`config.mk`:
```
export PLATFORM = sky130hd
export DESIGN_NAME = lwe_clue_detection
export DESIGN_NICKNAME = d
export VERILOG_FILES = /design/src/rtl/core/lwecd_pkg.sv /design/src/rtl/core/lwe_clue_detection.sv /design/src/rtl/core/lwecd_key_store.sv /design/src/rtl/core/lwecd_mac.sv /design/src/rtl/core/lwecd_centre.sv
export SDC_FILE = /design/constraint.sdc
export NUM_CORES = 2
export LEC_CHECK = 0
export BUFFER_PORTS_ARGS = -buffer_cell sky130_fd_sc_hd__clkbuf_2
export CAP_MARGIN = 20
export CELL_PAD_IN_SITES_DETAIL_PLACEMENT = 0
export CELL_PAD_IN_SITES_GLOBAL_PLACEMENT = 1
export CORE_MARGIN = 8
export CORE_UTILIZATION = 35
export CTS_BUF_LIST = sky130_fd_sc_hd__clkbuf_4
export CTS_CLUSTER_DIAMETER = 200
export DETAILED_ROUTE_END_ITERATION = 6
export PLACE_DENSITY_LB_ADDON = 0.1
export SYNTH_ARGS = -nofsm -noshare
export SYNTH_HDL_FRONTEND = slang
export SYNTH_SLANG_ARGS = --single-unit
export TNS_END_PERCENT = 20
```
`constraint.sdc`:
```
create_clock -name clk -period 6.85 [get_ports clk]
set_input_delay 1.37 -clock clk [delete_from_list [all_inputs] [get_ports clk]]
set_output_delay 1.37 -clock clk [all_outputs]
set_load 0.01 [all_outputs]
```
`src/rtl/core/lwecd_pkg.sv`:
```
// Shared constants and types for the LWE clue detection block.
`timescale 1ns / 1ps
`default_nettype none

package lwecd_pkg;

    localparam int VECTOR_LENGTH = 25;
    localparam int IDX_W         = $clog2(VECTOR_LENGTH);
    localparam int POS_W         = 5;
    localparam int VAL_W         = 17;
    localparam int THR_W         = 16;
    localparam int PROD_W        = 2 * VAL_W;

    localparam logic [VAL_W-1:0] PRIME_MOD = 17'd65537;
    localparam logic [VAL_W-1:0] HALF_MOD  = 17'd32768;
    localparam logic [THR_W-1:0] THR_RESET = 16'd17;

    localparam logic [1:0] CMD_KEY    = 2'd0;
    localparam logic [1:0] CMD_CLUE   = 2'd1;
    localparam logic [1:0] CMD_OFFSET = 2'd2;

    // One item handed from the input stage to the multiply-accumulate unit.
    typedef struct packed {
        logic             offset;
        logic [VAL_W-1:0] value;
        logic [VAL_W-1:0] key;
    } mac_item_t;

endpackage

`default_nettype wire

```
`src/rtl/core/lwe_clue_detection.sv`:
```
// Top level of the LWE clue detection block.
`timescale 1ns / 1ps
`default_nettype none

// Clue detection against a 25-entry secret vector modulo the prime 65537.
// Each input beat carries a command in tuser: 0 loads one key element, 1
// multiplies a clue element with the key element at the same position and
// adds it into the running sum, and 2 closes the clue with its offset. Only
// the offset beat yields an output beat, holding the centred difference
// (offset minus sum, mapped to -32768..32768) and a detected flag that is set
// when its magnitude is strictly below the threshold register; the running
// sum then clears. Key loads and clue elements at a position of 25 or more,
// and command 3, are consumed without effect. A key load is written into the
// key RAM at the edge that accepts it, and a clue element reads its key
// element from that RAM at the edge that accepts it, so the key data lands
// beside the input register. The block takes one beat in every cycle unless
// backpressure holds an offset item: the pipeline runs input register, 17x17
// product register, fold-and-accumulate register, difference register and
// output register. Backpressure only stalls the pipeline when an offset item
// cannot move on; key and clue beats keep flowing while a finished result
// waits. A key element must be loaded before any clue element reads it. The
// threshold must be written through cfg_wr_en/cfg_wr_data only while no clue
// is in flight (the block itself does not enforce this) and resets to 17.
module lwe_clue_detection (
    input  wire logic        clk,
    input  wire logic        rst_n,
    input  wire logic        cfg_wr_en,
    input  wire logic [15:0] cfg_wr_data,    // detect_threshold
    input  wire logic        s_axis_tvalid,
    output logic             s_axis_tready,
    input  wire logic [23:0] s_axis_tdata,   // position[4:0], value[21:5], zero fill
    input  wire logic [1:0]  s_axis_tuser,   // command[1:0]
    output logic             m_axis_tvalid,
    input  wire logic        m_axis_tready,
    output logic      [23:0] m_axis_tdata,   // centred_difference[16:0], zero fill
    output logic             m_axis_tuser    // detected
);
    import lwecd_pkg::*;

    logic [THR_W-1:0] thr_reg;

    logic [1:0]       in_cmd;
    logic [POS_W-1:0] in_pos;
    logic [VAL_W-1:0] in_value;
    logic [VAL_W-1:0] in_value_red;
    logic             in_pos_ok;
    logic             in_keep;
    logic             in_accept;
    logic             key_wr;
    logic             key_rd;

    // Input register stage.
    logic             a_valid_reg;
    logic             a_valid_next;
    logic [1:0]       a_cmd_reg;
    logic [VAL_W-1:0] a_value_reg;
    logic             a_adv;

    logic [VAL_W-1:0] key_data;
    mac_item_t        mac_item;
    logic             mac_valid;
    logic             mac_ready;
    logic             diff_valid;
    logic             diff_ready;
    logic [VAL_W-1:0] diff;
    logic             res_detected;
    logic [VAL_W-1:0] res_centred;

    assign in_cmd   = s_axis_tuser;
    assign in_pos   = s_axis_tdata[POS_W-1:0];
    assign in_value = s_axis_tdata[POS_W+VAL_W-1:POS_W];

    // Values of 65537 and above are brought into range by one subtraction.
    assign in_value_red = (in_value >= PRIME_MOD) ? in_value - PRIME_MOD : in_value;

    assign in_pos_ok = in_pos < POS_W'(VECTOR_LENGTH);
    assign in_accept = s_axis_tvalid && s_axis_tready;

    // Key loads finish at acceptance by writing the RAM; clue elements read
    // their key element at acceptance.
    assign key_wr = in_accept && (in_cmd == CMD_KEY) && in_pos_ok;
    assign key_rd = in_accept && (in_cmd == CMD_CLUE) && in_pos_ok;

    // Only offsets and in-range clue elements enter the pipeline.
    assign in_keep = (in_cmd == CMD_OFFSET) || ((in_cmd == CMD_CLUE) && in_pos_ok);

    assign a_adv         = a_valid_reg && mac_ready;
    assign s_axis_tready = !a_valid_reg || a_adv;

    always_comb
    begin
        a_valid_next = a_valid_reg;
        if (in_accept && in_keep)
        begin
            a_valid_next = 1'b1;
        end
        else if (a_adv)
        begin
            a_valid_next = 1'b0;
        end
    end

    always_ff @(posedge clk or negedge rst_n)
    begin
        if (!rst_n)
        begin
            a_valid_reg <= 1'b0;
            thr_reg     <= THR_RESET;
        end
        else
        begin
            a_valid_reg <= a_valid_next;
            if (cfg_wr_en)
            begin
                thr_reg <= cfg_wr_data;
            end
        end
    end

    always_ff @(posedge clk)
    begin
        if (in_accept && in_keep)
        begin
            a_cmd_reg   <= in_cmd;
            a_value_reg <= in_value_red;
        end
    end

    lwecd_key_store #(
        .WIDTH (VAL_W),
        .DEPTH (VECTOR_LENGTH)
    ) u_key_store (
        .clk     (clk),
        .wr_en   (key_wr),
        .wr_addr (in_pos[IDX_W-1:0]),
        .wr_data (in_value_red),
        .rd_en   (key_rd),
        .rd_addr (in_pos[IDX_W-1:0]),
        .rd_data (key_data)
    );

    assign mac_valid       = a_valid_reg;
    assign mac_item.offset = a_cmd_reg == CMD_OFFSET;
    assign mac_item.value  = a_value_reg;
    assign mac_item.key    = key_data;

    lwecd_mac u_mac (
        .clk        (clk),
        .rst_n      (rst_n),
        .in_valid   (mac_valid),
        .in_ready   (mac_ready),
        .in_item    (mac_item),
        .diff_valid (diff_valid),
        .diff_ready (diff_ready),
        .diff       (diff)
    );

    lwecd_centre u_centre (
        .clk        (clk),
        .rst_n      (rst_n),
        .threshold  (thr_reg),
        .diff_valid (diff_valid),
        .diff_ready (diff_ready),
        .diff       (diff),
        .out_valid  (m_axis_tvalid),
        .out_ready  (m_axis_tready),
        .detected   (res_detected),
        .centred    (res_centred)
    );

    assign m_axis_tdata = {{(24-VAL_W){1'b0}}, res_centred};
    assign m_axis_tuser = res_detected;

endmodule

`default_nettype wire

```
`src/rtl/core/lwecd_key_store.sv`:
```
// Generic RAM with one write port and one registered read port.
`timescale 1ns / 1ps
`default_nettype none

module lwecd_key_store #(
    parameter int WIDTH = 8,
    parameter int DEPTH = 16
) (
    input  wire logic                     clk,
    input  wire logic                     wr_en,
    input  wire logic [$clog2(DEPTH)-1:0] wr_addr,
    input  wire logic [WIDTH-1:0]         wr_data,
    input  wire logic                     rd_en,
    input  wire logic [$clog2(DEPTH)-1:0] rd_addr,
    output logic      [WIDTH-1:0]         rd_data
);

    // Entries hold nothing meaningful until they are written.
    logic [WIDTH-1:0] mem_reg [DEPTH];
    logic [WIDTH-1:0] rd_data_reg;

    always_ff @(posedge clk)
    begin
        if (wr_en)
        begin
            mem_reg[wr_addr] <= wr_data;
        end
        if (rd_en)
        begin
            rd_data_reg <= mem_reg[rd_addr];
        end
    end

    assign rd_data = rd_data_reg;

endmodule

`default_nettype wire

```
`src/rtl/core/lwecd_mac.sv`:
```
// Modular multiply, fold mod 65537, accumulate and offset difference stages.
`timescale 1ns / 1ps
`default_nettype none

module lwecd_mac (
    input  wire logic                        clk,
    input  wire logic                        rst_n,
    input  wire logic                        in_valid,
    output logic                             in_ready,
    input  wire lwecd_pkg::mac_item_t        in_item,
    output logic                             diff_valid,
    input  wire logic                        diff_ready,
    output logic      [lwecd_pkg::VAL_W-1:0] diff
);
    import lwecd_pkg::*;

    localparam logic signed [VAL_W+1:0] PRIME_S = (VAL_W+2)'(PRIME_MOD);

    // Product stage.
    logic              b_valid_reg;
    logic              b_valid_next;
    logic              b_offset_reg;
    logic [VAL_W-1:0]  b_value_reg;
    logic [PROD_W-1:0] b_prod_reg;
    logic              b_adv;

    // Reduced term stage.
    logic              c_valid_reg;
    logic              c_valid_next;
    logic              c_offset_reg;
    logic [VAL_W-1:0]  c_value_reg;
    logic [VAL_W-1:0]  c_value_next;
    logic              c_ready;
    logic              c_adv;

    // Difference stage.
    logic              d_valid_reg;
    logic              d_valid_next;
    logic [VAL_W-1:0]  d_diff_reg;
    logic [VAL_W-1:0]  d_diff_next;
    logic              d_ready;

    logic [VAL_W-1:0]  sum_reg;
    logic [VAL_W-1:0]  sum_next;

    logic signed [VAL_W+1:0] fold;
    logic signed [VAL_W+1:0] fold_adj;
    logic [VAL_W:0]          acc;
    logic [VAL_W:0]          acc_red;
    logic [VAL_W:0]          wrap_diff;

    assign d_ready  = !d_valid_reg || diff_ready;
    assign c_adv    = c_valid_reg && (!c_offset_reg || d_ready);
    assign c_ready  = !c_valid_reg || c_adv;
    assign b_adv    = b_valid_reg && c_ready;
    assign in_ready = !b_valid_reg || b_adv;

    // Since 2^16 is -1 mod 65537, p = a2*2^32 + a1*2^16 + a0 folds to a0 - a1 + a2.
    always_comb
    begin
        fold = $signed({3'b000, b_prod_reg[15:0]})
             - $signed({3'b000, b_prod_reg[31:16]})
             + $signed({{(VAL_W+2-(PROD_W-32)){1'b0}}, b_prod_reg[PROD_W-1:32]});
        if (fold < 0)
        begin
            fold_adj = fold + PRIME_S;
        end
        else if (fold >= PRIME_S)
        begin
            fold_adj = fold - PRIME_S;
        end
        else
        begin
            fold_adj = fold;
        end
        c_value_next = b_offset_reg ? b_value_reg : fold_adj[VAL_W-1:0];
    end

    always_comb
    begin
        acc     = {1'b0, sum_reg} + {1'b0, c_value_reg};
        acc_red = (acc >= {1'b0, PRIME_MOD}) ? acc - {1'b0, PRIME_MOD} : acc;
        if (c_value_reg >= sum_reg)
        begin
            wrap_diff = {1'b0, c_value_reg} - {1'b0, sum_reg};
        end
        else
        begin
            wrap_diff = {1'b0, c_value_reg} + {1'b0, PRIME_MOD} - {1'b0, sum_reg};
        end
        d_diff_next = wrap_diff[VAL_W-1:0];

        sum_next = sum_reg;
        if (c_adv)
        begin
            sum_next = c_offset_reg ? '0 : acc_red[VAL_W-1:0];
        end
    end

    always_comb
    begin
        b_valid_next = b_valid_reg;
        if (in_valid && in_ready)
        begin
            b_valid_next = 1'b1;
        end
        else if (b_adv)
        begin
            b_valid_next = 1'b0;
        end

        c_valid_next = c_valid_reg;
        if (b_adv)
        begin
            c_valid_next = 1'b1;
        end
        else if (c_adv)
        begin
            c_valid_next = 1'b0;
        end

        d_valid_next = d_valid_reg;
        if (c_adv && c_offset_reg)
        begin
            d_valid_next = 1'b1;
        end
        else if (diff_ready)
        begin
            d_valid_next = 1'b0;
        end
    end

    always_ff @(posedge clk or negedge rst_n)
    begin
        if (!rst_n)
        begin
            b_valid_reg <= 1'b0;
            c_valid_reg <= 1'b0;
            d_valid_reg <= 1'b0;
            sum_reg     <= '0;
        end
        else
        begin
            b_valid_reg <= b_valid_next;
            c_valid_reg <= c_valid_next;
            d_valid_reg <= d_valid_next;
            sum_reg     <= sum_next;
        end
    end

    always_ff @(posedge clk)
    begin
        if (in_valid && in_ready)
        begin
            b_offset_reg <= in_item.offset;
            b_value_reg  <= in_item.value;
            b_prod_reg   <= PROD_W'(in_item.value) * PROD_W'(in_item.key);
        end
        if (b_adv)
        begin
            c_offset_reg <= b_offset_reg;
            c_value_reg  <= c_value_next;
        end
        if (c_adv && c_offset_reg)
        begin
            d_diff_reg <= d_diff_next;
        end
    end

    assign diff_valid = d_valid_reg;
    assign diff       = d_diff_reg;

    // The running sum is always a reduced residue.
    assert property (@(posedge clk) disable iff (!rst_n) sum_reg < PRIME_MOD)
        else $error("running sum left the residue range");

    // A closing offset clears the sum for the next clue.
    assert property (@(posedge clk) disable iff (!rst_n)
        (c_adv && c_offset_reg) |=> (sum_reg == '0))
        else $error("running sum not cleared after offset");

    assert property (@(posedge clk) disable iff (!rst_n)
        d_valid_reg |-> (d_diff_reg < PRIME_MOD))
        else $error("difference left the residue range");

endmodule

`default_nettype wire

```
`src/rtl/core/lwecd_centre.sv`:
```
// Centring of the difference, threshold compare and output register.
`timescale 1ns / 1ps
`default_nettype none

module lwecd_centre (
    input  wire logic                        clk,
    input  wire logic                        rst_n,
    input  wire logic [lwecd_pkg::THR_W-1:0] threshold,
    input  wire logic                        diff_valid,
    output logic                             diff_ready,
    input  wire logic [lwecd_pkg::VAL_W-1:0] diff,
    output logic                             out_valid,
    input  wire logic                        out_ready,
    output logic                             detected,
    output logic      [lwecd_pkg::VAL_W-1:0] centred
);
    import lwecd_pkg::*;

    logic             out_valid_reg;
    logic             out_valid_next;
    logic             detected_reg;
    logic             detected_next;
    logic [VAL_W-1:0] centred_reg;
    logic [VAL_W-1:0] centred_next;
    logic [VAL_W-1:0] magnitude;
    logic             upper_half;

    assign diff_ready = !out_valid_reg || out_ready;

    always_comb
    begin
        upper_half = diff > HALF_MOD;
        // In the upper half the value stands for diff - 65537, a negative number.
        centred_next  = upper_half ? diff - PRIME_MOD : diff;
        magnitude     = upper_half ? PRIME_MOD - diff : diff;
        detected_next = magnitude < {1'b0, threshold};

        out_valid_next = out_valid_reg;
        if (diff_valid && diff_ready)
        begin
            out_valid_next = 1'b1;
        end
        else if (out_ready)
        begin
            out_valid_next = 1'b0;
        end
    end

    always_ff @(posedge clk or negedge rst_n)
    begin
        if (!rst_n)
        begin
            out_valid_reg <= 1'b0;
        end
        else
        begin
            out_valid_reg <= out_valid_next;
        end
    end

    always_ff @(posedge clk)
    begin
        if (diff_valid && diff_ready)
        begin
            detected_reg <= detected_next;
            centred_reg  <= centred_next;
        end
    end

    assign out_valid = out_valid_reg;
    assign detected  = detected_reg;
    assign centred   = centred_reg;

    // A centred result never falls below -32768.
    assert property (@(posedge clk) disable iff (!rst_n)
        out_valid_reg |-> !($signed(centred_reg) < $signed(17'h18000)))
        else $error("centred difference below range");

endmodule

`default_nettype wire

```
==> metrics.cfg <==
[power]
power_leakage_nw = 17.0
peakVddDrop_mv = 0.342
p_per_area_mw_per_mm2 = 413

[logic_synthesis]
synth_most_common_cell = edfxtp_1
yosysSeqAreaShare_pct = 46.9
yosys.area_share.simple_pct = 10.8
synth_mux_area_share_pct = 7.21
synth_seq_cells = 604
synth_top_family_by_area = adder cells
synth-edff-count = 566
synth_fa_ha_area_share_pct = 19.3
yosys-top-cells-area = edfxtp_1 (44%), fa_1 (13%), ha_1 (6.6%)
yosysTopAreaCellShare_pct = 44.4
synth_xor_area_share_pct = 2.91
netlist_area_mm2 = 0.0383
yosysTopAreaCell = edfxtp_1
netlist-cell-type-count = 92
synth_compound_area_share_pct = 7.36
async_reset_ff_share_pct = 6.29
netlist_instances = 3102
synth_warnings = 0
syn_avg_cell_area_um2 = 12.3
ys.flop_type = edfxtp_1
synthTopCellsByCount = edfxtp_1 (566), inv_1 (416), nand2_1 (283)

[routing]
antenna_left = 0
first_pass_iters = 7
initialDrtViolationCount = 1602
drt_wl_total_um = 100000
drc = 0
vias_per_cell = 5.11
routed-via-count = 24725
routedWlPerCell_um = 20.7

[global_routing]
grt_start_max_net_pins = 76
grt_pass1_wl_um = 156000
grt-ovfl-total = 0
grt_pass1_vias = 26104
antenna_found_initial = 2
grtUsageTotal_pct = 16.6

[clock_network]
clockBufferDepth = 3
h-tree-depth = 4
holdBufCountCts = 0
cts_tree = built
cts.sinks = 604
worst_skew_pair.late_latency_ps = 990
cts_made_buffers = 162
cts-root-buf = clkbuf_4
clkTransAtPathRegs_ps = 70

[critical_path]
cp_slowest_cell = edfxtp_1
arrival_ps = 7210
critical-path-top-delay-family = adder cells
crit_type = flop to flop
worstSetupStartpointType = flop
end_kind = flop
crit_chain = nand2_1 > fa_1 > fa_1 > fa_1 > fa_1 > inv_1 > fa_1 > inv_1 > fa_1 > inv_1 > ha_1 > buf_4 > nand2_1 > nor2_1 > nand3_1 > o211ai_1 > a41oi_2 > o211ai_1 > o2111ai_1 > a31oi_2 > and2_1 > o21ai_0 > a221oi_1
cp_max_fo = 9
critical_path_required_ps = 7590
critPathBufInv = 4
critPathMostFrequentCell = fa_1
slowest_delay_ps = 660

[finish]
regArea_mm2 = 0.0179
area_growth_pct = 12.5
num-fill-cells = 10494
final_cells = 4834
largest_register_ffs = 425
num-nets-final = 3802
drive_above_1_share_pct = 17.8
multiInputGateArea_mm2 = 0.0185

[die]
core.rowCount = 121
die_h_um = 347
start_util_pct = 35.2
io_pins = 74
die_x_um = 347
core_area_mm2 = 0.109
design.die.area_mm2 = 0.120

[timing]
worstMarginPinSlew_ps = 1110
max_freq_mhz = 155
setup_ws_ps = 383
report.final.setup_viol = 0
rsz0062_at_grt = yes
max_slew_margin_pct = 25.9
hold_violations = 0
hold_slack_ps = 493
finClkSkew_ps = 64.7
drv_slew = 0
period_minus_slack_ps = 6470
period_share_pct = 94.4

[place]
portBuffers = 64
place_hpwl_um = 73700
place.gp.congestion = 0.808
pre_cts_slack_ps = 130
post-place-cells = 4549

[run]
max-cap-violations = 0

[min_path]
hp-class = primary input to async pin

[status]
outcome = completed

## logic make-up after synthesis
group                    count (synthesis)
AO/OA/AOI/OAI                          405
XOR/XNOR                               127
adder cells (fa/ha/maj)                445
buffers and inverters                  554
flip-flops                             604
multiplexers                           147
other                                    1
AND/OR/NAND/NOR                        819
## layout make-up
type | instances | share of cell area [%]
inverters | 416 | 3.63
clock buffers | 226 | 3.94
flip-flops and latches | 604 | 41.7
repair buffers | 176 | 2.91
clock inverters | 43 | 0.848
multi-input cells | 1950 | 42.9
well taps | 1414 | 4.11
diodes | 5 | 0.0291
## layer usage
layer | global-route usage, % | routed length, um | vias up
met5 | 0 | 0 | -
met2 | 26.6 | 45900 | 592
met3 | 2.91 | 5150 | 152
met1 | 23.3 | 47000 | 12558
li1 | - | - | 11423
met4 | 4.69 | 2240 | 0
## worst register-to-register path, stage by stage, from the launching register on
cell and delay [ps]:
edfxtp_1 660, nand2_1 160, fa_1 530, fa_1 570, fa_1 450, fa_1 540
inv_1 50, fa_1 480, inv_1 50, fa_1 480, inv_1 40, ha_1 280
buf_4 130, nand2_1 70, nor2_1 190, nand3_1 100, o211ai_1 120, a41oi_2 90
o211ai_1 250, o2111ai_1 200, a31oi_2 310, and2_1 190, o21ai_0 70, a221oi_1 270
## path summary, 6_finish.rpt
kind / startpoint / endpoint / slack, ps / cells past startpoint
max in group asynchronous: rst_n / thr_reg[3]$_DFFE_PN0P_ / 5890 / 2
hold / removal: rst_n / u_mac.sum_reg[11]$_DFFE_PN0P_ / 490 / 2
setup reg to reg: a_value_reg[10]$_DFFE_PP_ / u_mac.b_prod_reg[31]$_DFFE_PP_ / 380 / 23
setup / recovery: a_value_reg[10]$_DFFE_PP_ / u_mac.b_prod_reg[31]$_DFFE_PP_ / 380 / 23
hold reg to reg: a_valid_reg$_DFFE_PN0P_ / u_mac.b_valid_reg$_DFFE_PN0P_ / 510 / 1
min in group clk: a_valid_reg$_DFFE_PN0P_ / u_mac.b_valid_reg$_DFFE_PN0P_ / 510 / 1
## stage by stage
stage	instance area (um^2)	power, W	util (%)	TNS (ps)
after floorplan	38300	0.0120	-	0
after global placement	40800	0.0146	37.5	0
after detailed placement	40800	0.0147	37.6	0
after CTS	42900	0.0180	39.5	0
after global routing	43100	0.0195	39.6	-63.7
final	43100	0.0178	39.6	0
## cell usage in the layout, fill, tap and decap left out, types with 11 or more instances in the layout
master,synthesis,routed
or4_1,11,11
o21bai_1,15,15
xor2_1,44,36
inv_1,416,416
ha_1,202,202
nor2_1,121,105
nand2b_1,24,24
o21ai_0,83,83
buf_4,7,106
mux4_2,102,102
o31ai_1,23,23
nand2_1,283,283
edfxtp_1,566,566
o21a_1,12,12
nor2_2,1,17
nor4_1,15,15
nor3_1,50,50
or3_1,31,31
a21oi_1,85,85
and2_1,134,133
a21o_1,25,25
clkbuf_4,0,226
xnor2_1,83,78
o211ai_1,13,13
dfrtp_1,36,36
nand3_1,46,46
clkbuf_2,1,62
fa_1,243,243
nand4_1,25,25
a22oi_1,18,18
mux2i_1,37,36
and3_1,11,11
nor2b_1,22,20
a31oi_1,15,14
a211oi_1,11,11
clkinv_1,0,21
## what timing repair did
action,4_1_cts,5_1_grt
endpoints found under the setup margin,0,8
setup buffers,0,7
endpoints found under the hold margin,0,0
gates resized for setup,0,3
## power breakdown
group / switching (W) / internal [W] / total, W
logic: 0.00587 / 0.00386 / 0.00973
clock network: 0.00155 / 0.00169 / 0.00324
registers: 0.000224 / 0.00462 / 0.00484
total: 0.00764 / 0.0102 / 0.0178
Note: power is estimated with default switching activity, not from simulation.
